$ cat config.mk
export PLATFORM = sky130hd
export DESIGN_NAME = acked_record_queue_with_expiry_top
export DESIGN_NICKNAME = d
export VERILOG_FILES = /design/src/rtl/core/arqe_pkg.sv /design/src/rtl/core/acked_record_queue_with_expiry_top.sv
export SDC_FILE = /design/constraint.sdc
export NUM_CORES = 2
export LEC_CHECK = 0
export ABC_CLOCK_PERIOD_IN_PS = 9900
export BUFFER_PORTS_ARGS = -buffer_cell sky130_fd_sc_hd__buf_2
export CORE_AREA = 5 5 513 515
export CTS_CLUSTER_SIZE = 10
export DETAILED_ROUTE_END_ITERATION = 10
export DIE_AREA = 0 0 518 520
export SETUP_SLACK_MARGIN = 0.2
export SLEW_MARGIN = 40
export SYNTH_ARGS = -nofsm -noshare
export SYNTH_HDL_FRONTEND = slang
export SYNTH_SLANG_ARGS = --single-unit
$ cat constraint.sdc
create_clock -name clk -period 9.9 [get_ports clk]
set_input_delay 1.485 -clock clk [delete_from_list [all_inputs] [get_ports clk]]
set_output_delay 1.485 -clock clk [all_outputs]
set_load 0.005 [all_outputs]
$ cat src/rtl/core/arqe_pkg.sv
// ----------------------------------------------------------------------------
// arqe_pkg
// Types and codes of the acked record queue.
// ----------------------------------------------------------------------------
package arqe_pkg;

  typedef enum logic [1:0] {
    KIND_ENQ  = 2'd0,
    KIND_DEQ  = 2'd1,
    KIND_ACK  = 2'd2,
    KIND_TICK = 2'd3
  } kind_t;

  typedef enum logic [1:0] {
    STAT_OK   = 2'd0,
    STAT_DUP  = 2'd1,
    STAT_FULL = 2'd2,
    STAT_NONE = 2'd3
  } status_t;

  typedef enum logic [2:0] {
    SLOT_EMPTY   = 3'd0,
    SLOT_QUEUED  = 3'd1,
    SLOT_FLIGHT  = 3'd2,
    SLOT_ACKED   = 3'd3,
    SLOT_DROPPED = 3'd4
  } slot_state_t;

  typedef enum logic [2:0] {
    FSM_IDLE,
    FSM_SCAN,
    FSM_FETCH,
    FSM_FETCH_OUT,
    FSM_WRITE
  } fsm_t;

  typedef enum logic [1:0] {
    PH_DUP,
    PH_EXP,
    PH_OLD,
    PH_ACK
  } phase_t;

  localparam int TIME_BITS = 48;
  localparam int SEQ_BITS  = 32;
  localparam int DROP_BITS = 32;
  localparam logic [TIME_BITS-1:0] TTL_RESET = 48'd300000000;

endpackage

$ cat src/rtl/core/acked_record_queue_with_expiry_top.sv
// ----------------------------------------------------------------------------
// acked_record_queue_with_expiry_top
// Slot table of timestamped records with enqueue, dequeue, ack and expiry.
// ----------------------------------------------------------------------------
// Usage: drive kind, sequence_req, record_payload and now_time and raise
// start while busy is low; the item is taken at that edge. One result item
// follows, shown for exactly one cycle with done high; the receiver cannot
// stall it. live_records, in_flight and drops are valid in the done cycle.
// Record contents sit in a synchronous table memory; slot states are
// flops. Each pass walks the table one entry per cycle, paced by the
// memory read port. The passes per operation are:
//   tick, ack: one pass, then done
//   dequeue: an oldest pass, then a record fetch; no pass when refused
//   enqueue: a duplicate pass, plus an expiry pass and an oldest pass on a
//   full table, plus one write state
// Reset clears all slots to empty, counters to zero, time_to_live to
// 300000000. time_to_live is set over APB, paddr not decoded (64-bit data,
// low 48 bits used); unchecked: the user must write it only while idle.
// ----------------------------------------------------------------------------
module acked_record_queue_with_expiry_top
  import arqe_pkg::*;
#(
  parameter int SLOTS        = 16,
  parameter int PAYLOAD_BITS = 64
) (
  input  logic                          clk,
  input  logic                          rst,
  input  logic                          psel,
  input  logic                          penable,
  input  logic                          pwrite,
  input  logic [2:0]                    paddr,
  input  logic [63:0]                   pwdata,
  output logic [63:0]                   prdata,
  output logic                          pready,
  input  logic                          start,
  output logic                          busy,
  input  logic [1:0]                    kind,
  input  logic [SEQ_BITS-1:0]           sequence_req,
  input  logic [PAYLOAD_BITS-1:0]       record_payload,
  input  logic [TIME_BITS-1:0]          now_time,
  output logic                          done,
  output logic [1:0]                    status,
  output logic [SEQ_BITS-1:0]           out_sequence,
  output logic [PAYLOAD_BITS-1:0]       out_payload,
  output logic [$clog2(SLOTS+1)-1:0]    live_records,
  output logic                          in_flight,
  output logic [DROP_BITS-1:0]          drops
);

  localparam int IW = $clog2(SLOTS);
  localparam int CW = $clog2(SLOTS+1);
  localparam int EW = TIME_BITS + SEQ_BITS + PAYLOAD_BITS;
  localparam logic [IW-1:0] LAST_IDX = IW'(SLOTS-1);
  localparam logic [CW-1:0] SLOTS_C  = CW'(SLOTS);
  localparam logic [DROP_BITS-1:0] DROP_MAX = '1;

  logic [EW-1:0] mem [SLOTS];
  logic [EW-1:0] rd_q;
  logic [IW-1:0] raddr;
  logic          mem_we;
  logic [IW-1:0] mem_wa;

  fsm_t fsm, fsm_next;
  phase_t phase, phase_next;
  logic [CW-1:0] cnt, cnt_next;
  logic pv, pv_next;
  logic [IW-1:0] pidx, pidx_next;
  slot_state_t slot_st [SLOTS];
  slot_state_t slot_st_next [SLOTS];
  logic flight_flag, flight_flag_next;
  logic [IW-1:0] flight_slot, flight_slot_next;
  logic [CW-1:0] live_total, live_total_next;
  logic [DROP_BITS-1:0] drop_total, drop_total_next;
  logic [IW-1:0] tail_slot, tail_slot_next;
  logic [TIME_BITS-1:0] ttl;

  kind_t kind_q, kind_q_next;
  logic [SEQ_BITS-1:0] seq_q, seq_q_next;
  logic [PAYLOAD_BITS-1:0] pay_q, pay_q_next;
  logic [TIME_BITS-1:0] now_q, now_q_next;
  logic hit, hit_next;
  logic best_valid, best_valid_next;
  logic [IW-1:0] best_idx, best_idx_next;
  logic [TIME_BITS-1:0] best_time, best_time_next;

  logic fin;
  status_t fin_status;
  logic [SEQ_BITS-1:0] fin_seq;
  logic [PAYLOAD_BITS-1:0] fin_pay;

  logic [TIME_BITS-1:0] r_time;
  logic [SEQ_BITS-1:0] r_seq;
  logic [PAYLOAD_BITS-1:0] r_pay;
  slot_state_t cur;
  logic last;
  logic [IW-1:0] wslot;
  logic free_found;

  assign r_time = rd_q[EW-1 -: TIME_BITS];
  assign r_seq  = rd_q[PAYLOAD_BITS +: SEQ_BITS];
  assign r_pay  = rd_q[PAYLOAD_BITS-1:0];

  assign pready = 1'b1;
  assign prdata = {16'd0, ttl};
  assign busy = (fsm != FSM_IDLE);
  assign live_records = live_total;
  assign in_flight = flight_flag;
  assign drops = drop_total;

  always_ff @(posedge clk) begin
    if (mem_we) begin
      mem[mem_wa] <= {now_q, seq_q, pay_q};
    end
    rd_q <= mem[raddr];
  end

  // write slot: tail unless live, else lowest non-live
  always_comb begin
    wslot = tail_slot;
    free_found = 1'b0;
    if (slot_st[tail_slot] == SLOT_QUEUED || slot_st[tail_slot] == SLOT_FLIGHT) begin
      for (int i = 0; i < SLOTS; i++) begin
        if (!free_found && slot_st[i] != SLOT_QUEUED && slot_st[i] != SLOT_FLIGHT) begin
          wslot = IW'(i);
          free_found = 1'b1;
        end
      end
    end
  end

  always_comb begin
    fsm_next = fsm;
    phase_next = phase;
    cnt_next = cnt;
    pv_next = 1'b0;
    pidx_next = pidx;
    slot_st_next = slot_st;
    flight_flag_next = flight_flag;
    flight_slot_next = flight_slot;
    live_total_next = live_total;
    drop_total_next = drop_total;
    tail_slot_next = tail_slot;
    kind_q_next = kind_q;
    seq_q_next = seq_q;
    pay_q_next = pay_q;
    now_q_next = now_q;
    hit_next = hit;
    best_valid_next = best_valid;
    best_idx_next = best_idx;
    best_time_next = best_time;
    fin = 1'b0;
    fin_status = STAT_OK;
    fin_seq = '0;
    fin_pay = '0;
    raddr = cnt[IW-1:0];
    mem_we = 1'b0;
    mem_wa = wslot;
    cur = slot_st[pidx];
    last = pv && (pidx == LAST_IDX);

    unique case (fsm)
      FSM_IDLE: begin
        cnt_next = '0;
        if (start) begin
          kind_q_next = kind_t'(kind);
          seq_q_next = sequence_req;
          pay_q_next = record_payload;
          now_q_next = now_time;
          hit_next = 1'b0;
          best_valid_next = 1'b0;
          fsm_next = FSM_SCAN;
          unique case (kind_t'(kind))
            KIND_ENQ: phase_next = PH_DUP;
            KIND_DEQ: begin
              phase_next = PH_OLD;
              if (flight_flag || live_total == '0) begin
                fin = 1'b1;
                fin_status = STAT_NONE;
                fsm_next = FSM_IDLE;
              end
            end
            KIND_ACK: phase_next = PH_ACK;
            KIND_TICK: phase_next = PH_EXP;
          endcase
        end
      end

      FSM_SCAN: begin
        if (cnt < SLOTS_C) begin
          pv_next = 1'b1;
          pidx_next = cnt[IW-1:0];
          cnt_next = cnt + 1'b1;
        end
        if (pv) begin
          unique case (phase)
            PH_DUP: begin
              if ((cur == SLOT_QUEUED || cur == SLOT_FLIGHT || cur == SLOT_ACKED)
                  && r_seq == seq_q) begin
                hit_next = 1'b1;
              end
            end
            PH_EXP: begin
              if (cur == SLOT_QUEUED && (now_q - r_time) >= ttl) begin
                slot_st_next[pidx] = SLOT_DROPPED;
                live_total_next = live_total_next - 1'b1;
                if (drop_total_next != DROP_MAX) begin
                  drop_total_next = drop_total_next + 1'b1;
                end
              end
            end
            PH_OLD: begin
              if (cur == SLOT_QUEUED && (!best_valid || r_time < best_time)) begin
                best_valid_next = 1'b1;
                best_idx_next = pidx;
                best_time_next = r_time;
              end
            end
            PH_ACK: begin
              if (!hit && (cur == SLOT_QUEUED || cur == SLOT_FLIGHT) && r_seq == seq_q) begin
                hit_next = 1'b1;
                slot_st_next[pidx] = SLOT_ACKED;
                live_total_next = live_total_next - 1'b1;
                if (flight_flag && flight_slot == pidx) begin
                  flight_flag_next = 1'b0;
                end
              end
            end
          endcase
        end
        if (last) begin
          cnt_next = '0;
          unique case (phase)
            PH_DUP: begin
              if (hit_next) begin
                fin = 1'b1;
                fin_status = STAT_DUP;
                fsm_next = FSM_IDLE;
              end else if (live_total_next >= SLOTS_C) begin
                phase_next = PH_EXP;
              end else begin
                fsm_next = FSM_WRITE;
              end
            end
            PH_EXP: begin
              if (kind_q == KIND_TICK) begin
                fin = 1'b1;
                fsm_next = FSM_IDLE;
              end else if (live_total_next >= SLOTS_C) begin
                phase_next = PH_OLD;
                best_valid_next = 1'b0;
              end else begin
                fsm_next = FSM_WRITE;
              end
            end
            PH_OLD: begin
              if (!best_valid_next) begin
                fin = 1'b1;
                fin_status = (kind_q == KIND_DEQ) ? STAT_NONE : STAT_FULL;
                fsm_next = FSM_IDLE;
              end else if (kind_q == KIND_DEQ) begin
                slot_st_next[best_idx_next] = SLOT_FLIGHT;
                flight_flag_next = 1'b1;
                flight_slot_next = best_idx_next;
                fsm_next = FSM_FETCH;
              end else begin
                slot_st_next[best_idx_next] = SLOT_DROPPED;
                live_total_next = live_total_next - 1'b1;
                if (drop_total_next != DROP_MAX) begin
                  drop_total_next = drop_total_next + 1'b1;
                end
                fsm_next = FSM_WRITE;
              end
            end
            PH_ACK: begin
              fin = 1'b1;
              fin_status = hit_next ? STAT_OK : STAT_NONE;
              fsm_next = FSM_IDLE;
            end
          endcase
        end
      end

      FSM_FETCH: begin
        raddr = best_idx;
        fsm_next = FSM_FETCH_OUT;
      end

      FSM_FETCH_OUT: begin
        fin = 1'b1;
        fin_seq = r_seq;
        fin_pay = r_pay;
        fsm_next = FSM_IDLE;
      end

      FSM_WRITE: begin
        mem_we = 1'b1;
        slot_st_next[wslot] = SLOT_QUEUED;
        live_total_next = live_total + 1'b1;
        tail_slot_next = (wslot == LAST_IDX) ? '0 : wslot + 1'b1;
        fin = 1'b1;
        fsm_next = FSM_IDLE;
      end

      default: fsm_next = FSM_IDLE;
    endcase
  end

  always_ff @(posedge clk) begin
    if (rst) begin
      fsm <= FSM_IDLE;
      pv <= 1'b0;
      cnt <= '0;
      for (int i = 0; i < SLOTS; i++) begin
        slot_st[i] <= SLOT_EMPTY;
      end
      flight_flag <= 1'b0;
      flight_slot <= '0;
      live_total <= '0;
      drop_total <= '0;
      tail_slot <= '0;
      ttl <= TTL_RESET;
      done <= 1'b0;
    end else begin
      fsm <= fsm_next;
      pv <= pv_next;
      cnt <= cnt_next;
      slot_st <= slot_st_next;
      flight_flag <= flight_flag_next;
      flight_slot <= flight_slot_next;
      live_total <= live_total_next;
      drop_total <= drop_total_next;
      tail_slot <= tail_slot_next;
      if (psel && penable && pwrite) begin
        ttl <= pwdata[TIME_BITS-1:0];
      end
      done <= fin;
    end
  end

  always_ff @(posedge clk) begin
    phase <= phase_next;
    pidx <= pidx_next;
    kind_q <= kind_q_next;
    seq_q <= seq_q_next;
    pay_q <= pay_q_next;
    now_q <= now_q_next;
    hit <= hit_next;
    best_valid <= best_valid_next;
    best_idx <= best_idx_next;
    best_time <= best_time_next;
    if (fin) begin
      status <= fin_status;
      out_sequence <= fin_seq;
      out_payload <= fin_pay;
    end
  end

endmodule

# Yosys cells after proc, flatten, opt, wreduce, memory -nomap -nowiden
# Memory sizes are Yosys's and may differ from the RTL's. A register that Yosys moved wholly into a read port is not among the register bits.
# Index checks and enable logic that the tools add are counted.
totals:
  output_inout_bits: 203
  mem_bits_rw: 2304
  mem_count: 1
  regBits: 456
  in_bits: 219
  word_cells: 389
memory_table:
  columns: ["memory", "words", "width", "read_ports", "rd_ports_with_merged_regs", "write_ports", "line", "text"]
  rows:
  - ["mem", 16, 144, 1, 1, 1, "acked_record_queue_with_expiry_top.sv:57", "logic [EW-1:0] mem [SLOTS];"]
op_classes:
  eq_ne: 63
  reduce_logical: 82
  magnitude_cmp: 11
  bitwise_logic: 20
  addsub: 8
  mux: 165
ops:
  columns: ["cell", "count"]
  rows:
  - ["48-bit 2-to-1 mux", 8]
  - ["32-bit 2-to-1 mux", 10]
  - ["48-bit case mux with 2 select lines", 2]
  - ["32-bit AND", 4]
  - ["32-bit inverter", 4]
  - ["4-bit 2-to-1 mux", 23]
  - ["1-bit 2-to-1 mux", 66]
  - ["32-bit by 1-bit adder with 32-bit output, second input constant", 2]
  - ["32-bit inequality test, second input constant", 2]
  - ["16-bit bitwise OR", 4]
  - ["3-bit by 1-bit inequality test with 1-bit output, second input constant", 17]
  - ["5-bit 2-to-1 mux", 10]
  - ["48-bit greater-or-equal comparator", 1]
  - ["48-bit less-than comparator", 1]
  - ["3-bit by 2-bit inequality test with 1-bit output, second input constant", 16]
  - ["48-bit subtractor", 1]
  - ["1-bit logical AND", 43]
  - ["3-bit 2-to-1 mux", 14]
  - ["3-bit demux with 4-bit select", 3]
  - ["32-bit == test", 1]
  - ["32-bit bitwise OR", 1]
  - ["5-bit case mux with 2 select lines", 3]
  - ["5-bit greater-or-equal comparator, second input constant", 5]
  - ["3-bit binary-select mux with 4-bit select", 2]
  - ["other kinds (39)", 106]

# Longest topological paths before layout
logic_depth:
  ltp_word: 90
  ltp_mapped: 34
  mapped_depth_nobuf: 33

# Worst setup path after synthesis
# Ideal clock, no wire load.
synth_timing:
  path_type: "register to register"
  from: "register tail_slot[0]"
  to: "register slot_st[10] (netlist bit)"
  stages_incl_launch_ff: 14
  setup_ns: 0.436
  path_buffers: 3
  arrival_time_ns: 9.636
  period_less_slack_ns: 10.071
  setup_slack_ns: -0.171
  required_time_ns: 9.464
  path_cell_list: "dfxtp_1 clkbuf_1 clkbuf_1 mux4_2 mux4_2 xor2_1 nand2b_1 clkbuf_1 a221oi_1 a21oi_1 ha_1 nand2_1 nor2_1 o221ai_1"
synth_between:
  elab_chain_cells: 25
  word_cells_on_any_way: 33
  cone_classes: "order compare: 2; eq/ne: 2; mux: 23; bitwise: 4; reduce/logical: 2"
synth_rtl:
  columns: ["element", "line", "text"]
  rows:
  - ["start, declared", "acked_record_queue_with_expiry_top.sv:74", "logic [IW-1:0] tail_slot, tail_slot_next;"]
  - ["start signal, assigned", "acked_record_queue_with_expiry_top.sv:332", "tail_slot <= tail_slot_next;"]
  - ["4-bit 2-to-1 mux (16 in series)", "acked_record_queue_with_expiry_top.sv:123", "if (!free_found && slot_st[i] != SLOT_QUEUED && slot_st[i] != SLOT_FLIGHT) begin"]
  - ["4-bit 2-to-1 mux *", "acked_record_queue_with_expiry_top.sv:121", "if (slot_st[tail_slot] == SLOT_QUEUED || slot_st[tail_slot] == SLOT_FLIGHT) begin"]
  - ["4-bit inverter with 5-bit output (implied by the code) *", "acked_record_queue_with_expiry_top.sv:297", "slot_st_next[wslot] = SLOT_QUEUED;"]
  - ["5-bit greater-or-equal comparator (implied by the code) or 5-bit by 1-bit less-than comparator with 1-bit output (tied branches)", "acked_record_queue_with_expiry_top.sv:297", null]
  - ["1-bit logical AND (implied by the code)", "acked_record_queue_with_expiry_top.sv:297", null]
  - ["3-bit 2-to-1 mux (implied by the code)", "acked_record_queue_with_expiry_top.sv:297", null]
  - ["3-bit demux with 4-bit select *", "acked_record_queue_with_expiry_top.sv:297", null]
  - ["32-bit inverter (no line) *", null, null]
  - ["32-bit AND (no line) *", null, null]
  - ["48-bit case mux with 2 select lines *", "acked_record_queue_with_expiry_top.sv:161", "unique case (fsm)"]
  - ["end signal, assigned", "acked_record_queue_with_expiry_top.sv:327", "slot_st <= slot_st_next;"]
  - ["end, declared", "acked_record_queue_with_expiry_top.sv:68", "slot_state_t slot_st [SLOTS];"]
# Every way passes the cells marked *; elsewhere a longest branch is shown, timed or not. The select of a mux whose other input is x is not followed.
# A chain may end at the register's enable or synchronous reset.

# Final worst setup path
layout_timing:
  from: "register now_q[0]"
  to: "register drop_total[9] (netlist: drops[9])"
layout_between:
  elab_chain_cells: 13
  word_cells_on_any_way: 14
  cone_classes: "add/sub: 2; order compare: 1; eq/ne: 1; mux: 9; reduce/logical: 1"
layout_rtl:
  columns: ["element", "line", "text"]
  rows:
  - ["start, declared", "acked_record_queue_with_expiry_top.sv:80", "logic [TIME_BITS-1:0] now_q, now_q_next;"]
  - ["start signal, assigned", "acked_record_queue_with_expiry_top.sv:346", "now_q <= now_q_next;"]
  - ["48-bit subtractor *", "acked_record_queue_with_expiry_top.sv:203", "if (cur == SLOT_QUEUED && (now_q - r_time) >= ttl) begin"]
  - ["48-bit greater-or-equal comparator *", "acked_record_queue_with_expiry_top.sv:203", null]
  - ["1-bit logical AND *", "acked_record_queue_with_expiry_top.sv:203", null]
  - ["32-bit 2-to-1 mux *", "acked_record_queue_with_expiry_top.sv:203", null]
  - ["32-bit 2-to-1 mux *", "acked_record_queue_with_expiry_top.sv:195", "unique case (phase)"]
  - ["32-bit 2-to-1 mux *", "acked_record_queue_with_expiry_top.sv:194", "if (pv) begin"]
  - ["32-bit 2-to-1 mux *", "acked_record_queue_with_expiry_top.sv:161", null]
  - ["32-bit by 1-bit adder with 32-bit output or 32-bit inequality test (tied branches)", "acked_record_queue_with_expiry_top.sv:269, acked_record_queue_with_expiry_top.sv:268", null]
  - ["32-bit 2-to-1 mux", "acked_record_queue_with_expiry_top.sv:268", "if (drop_total_next != DROP_MAX) begin"]
  - ["32-bit 2-to-1 mux", "acked_record_queue_with_expiry_top.sv:260", "end else if (kind_q == KIND_DEQ) begin"]
  - ["32-bit 2-to-1 mux", "acked_record_queue_with_expiry_top.sv:256", "if (!best_valid_next) begin"]
  - ["32-bit 2-to-1 mux", "acked_record_queue_with_expiry_top.sv:232", "unique case (phase)"]
  - ["32-bit 2-to-1 mux *", "acked_record_queue_with_expiry_top.sv:230", "if (last) begin"]
  - ["end signal, assigned", "acked_record_queue_with_expiry_top.sv:331", "drop_total <= drop_total_next;"]
  - ["end, declared", "acked_record_queue_with_expiry_top.sv:73", "logic [DROP_BITS-1:0] drop_total, drop_total_next;"]
# Marked as above.

==> impl_metrics.toml <==
[setup_path]
crit_type = "reg -> reg"
arrival_ps = 9550
end_kind = "flip-flop"
path_max_fanout = 17
cpPeakStageDelay_ps = 660
r2r_setup_slack_ps = 1170
cp-start-kind = "flip-flop"
critPathBufInv = 3
crit_family = "compound AO/OA/AOI/OAI gates"
crit_required_ps = 10720
critPathSlowestCell = "edfxtp_1"

[clock_network]
tritoncts = "done"
cts_num_sinks = 2904
htreeDepth = 5
clk-insertion-delay-late_ps = 960
cts_hold_buf = 0
root_buffer = "clkbuf_16"
post_cts_resized = 0
ctsLongestPathBuffers = 4
numCtsBuffers = 350
postCtsSetupBuffers = 0
path_clk_slew_ps = 60

[yosys]
yosys_warnings = 0
async_reset_ff_share_pct = 0
yosysSeqAreaShare_pct = 72.9
syn_avg_cell_area_um2 = 17.2
synth_flop_cell = "edfxtp_1"
synth.area.top_cells = "edfxtp_1, mux4_2, dfxtp_1"
yosysTopAreaCell = "edfxtp_1"
yosysUniqueCellTypes = 94
synth_top_area_share_pct = 67.8
syn_inst = 6733
ys_ff_latch = 2904
synth-edff-count = 2608
syn_area_mm2 = 0.115

[route]
wl_per_cell_um = 27.9
drc = 0
vias_per_cell = 5.84
ant_nets = 0
drtIter0Drc = 6370
routed-via-count = 63686
wl_um = 304000
drt_pass1_iterations = 6

[global_routing]
antenna_found_initial = 16
grt-ovfl-total = 0
grt_start_max_net_pins = 126
grtUsageTotal_pct = 22.2
grt_pass1_vias = 64547
grt_pass1_wl_um = 445000

[finish]
layout-drive-gt1-share_pct = 20.8
nNetsFinal = 7645
area_growth_syn_to_layout_pct = 14.6
fin_util_pct = 51.2

[sta]
finClkSkew_ps = 81.1
fmaxAchievable_ghz = 0.115
finalSetupViolations = 0
period_share_pct = 88.2
tightest_slew_ps = 887
finalCriticalPeriod_ps = 8730
rsz0062_at_grt = "no"
setup_tns_ps = 0
slew_headroom_pct = 40.9
hold_viol_final = 0
slew_viol_final = 0

[run]
maxCapViolations = 0

[floorplan]
core_mm2 = 0.258
fp.dieW_um = 518
fp.dieArea_mm2 = 0.269
start_util_pct = 44.7
num_rows = 187
die_h_um = 520
boundaryPins = 422

[pwr]
p_total_uw = 26200
p_leak_uw = 0.0456
power.density_mw_per_mm2 = 198
max-vdd-ir-drop_mv = 0.211

[placement]
dp_hpwl_um = 164000
gp_congestion = 0.863
numPortBuffers = 385

[run_status]
status = "complete, no violations"

[worst_hold_path]
holdCritPathClass = "reg -> reg"
[cell usage in the layout (no fill, tap or decap), types with 111 or more instances in the layout]
| cell | netlist | layout |
|---|---|---|
| ha_1 | 160 | 160 |
| and3_1 | 168 | 167 |
| a21oi_1 | 165 | 165 |
| a31oi_1 | 162 | 162 |
| nor2_1 | 195 | 178 |
| and2_1 | 111 | 111 |
| nand2_1 | 853 | 853 |
| clkbuf_1 | 241 | 197 |
| edfxtp_1 | 2608 | 2608 |
| inv_1 | 189 | 186 |
| buf_2 | 2 | 384 |
| mux4_2 | 585 | 585 |
| clkbuf_16 | 0 | 353 |
| dfxtp_1 | 296 | 295 |
[layer usage]
metal / share of wire, % / global-route usage (%) / vias up
met1: 43 / 31.8 / 33464
met5: 0.0072 / 0 / -
li1: - / - / 27432
met2: 47 / 35.8 / 2386
met4: 1.9 / 4.95 / 6
met3: 7.1 / 4.07 / 398
[power breakdown]
| part | switching (µW) | internal, µW |
|---|---|---|
| clock network | 4660 | 6740 |
| registers | 221 | 13500 |
| logic | 631 | 490 |
| total | 5510 | 20700 |
[worst reg2reg max path: cells and delay by family (launching register included)]
kind                       cells  cell delay, ps
AOI/OAI and AO/OA             16            4290
and+or+nand+nor                6            2110
adders and majority gates      3             720
DFF                            1             660
buffers and inverters          3             340
muxes                          1             330
xor gates and xnor gates       1             160
[final timing paths]
check | end | depth (start not counted) | start
max | drops[9] | 30 | now_q[0]
min | best_time[27] | 0 | rd_q[123]
max reg2reg | drops[9] | 30 | now_q[0]
min reg2reg | best_time[27] | 0 | rd_q[123]
[cells in the mapped netlist, types with 6 or more instances]
| cell type | instances |
|---|---|
| and3_1 | 168 |
| o221ai_1 | 9 |
| mux2_2 | 14 |
| mux2i_1 | 17 |
| o2111ai_1 | 7 |
| nor3b_1 | 8 |
| o22ai_1 | 15 |
| buf_4 | 17 |
| a211oi_1 | 20 |
| a21o_1 | 56 |
| a21oi_1 | 165 |
| a22oi_1 | 12 |
| o211ai_1 | 27 |
| ha_1 | 160 |
| nor2b_1 | 35 |
| clkbuf_1 | 241 |
| a311oi_1 | 20 |
| o21ai_0 | 89 |
| nor4_1 | 24 |
| nand2_1 | 853 |
| or4_1 | 6 |
| and2_1 | 111 |
| nand4_1 | 53 |
| o21a_1 | 12 |
| nor2_1 | 195 |
| or3_1 | 21 |
| a221oi_1 | 10 |
| nand2b_1 | 20 |
| nor3_1 | 60 |
| o31ai_1 | 12 |
| and4_1 | 9 |
| nand3_1 | 85 |
| a31oi_1 | 162 |
| xor2_1 | 52 |
| or2_2 | 12 |
| mux2_1 | 18 |
| xnor2_1 | 60 |
| inv_1 | 189 |
| o211a_1 | 6 |
| edfxtp_1 | 2608 |
| buf_1 | 87 |
| dfxtp_1 | 296 |
| mux4_2 | 585 |
[cell families after synthesis]
kind of cell	after synthesis	synth area share (%)
and+or+nand+nor	1684	6.81
xor gates and xnor gates	112	0.849
buffers and inverters	537	1.81
adders and majority gates	161	1.75
AOI/OAI and AO/OA	699	3.97
DFF	2904	72.9
other	2	0.00650
muxes	634	11.9
[state kept, by name, indices dropped and copies added, names as in the netlist, 48 cells and up]
| signal | count |
|---|---|
| out_payload | 64 |
| ttl | 48 |
| rd_q | 144 |
| pay_q | 64 |
| now_q | 48 |
| best_time | 48 |
| slot_st | 48 |
| mem | 2304 |
[area by class of cell]
| class | count | area, µm² |
|---|---|---|
| Sequential cell | 2904 | 84200 |
| Clock inverter | 24 | 302 |
| Fill cell | 21157 | 126000 |
| Timing Repair Buffer | 513 | 3670 |
| Inverter | 189 | 734 |
| Antenna cell | 5 | 12.5 |
| Multi-Input combinational cell | 3307 | 29500 |
| Tap cell | 3402 | 4260 |
| Clock buffer | 558 | 9680 |
[metrics by stage]
step | instances | hold WS, ps | area [µm²] | setup slack [ps]
after global routing | 10898 | 464 | 132000 | 515
after CTS | 10890 | 446 | 132000 | 1070
final | 10902 | 447 | 132000 | 1170
after global placement | 10291 | 439 | 122000 | 1100
after floorplan | 6748 | 428 | 116000 | -95.6
after detailed placement | 10308 | 450 | 122000 | 1130
Note: power is estimated with default switching activity, not from simulation.
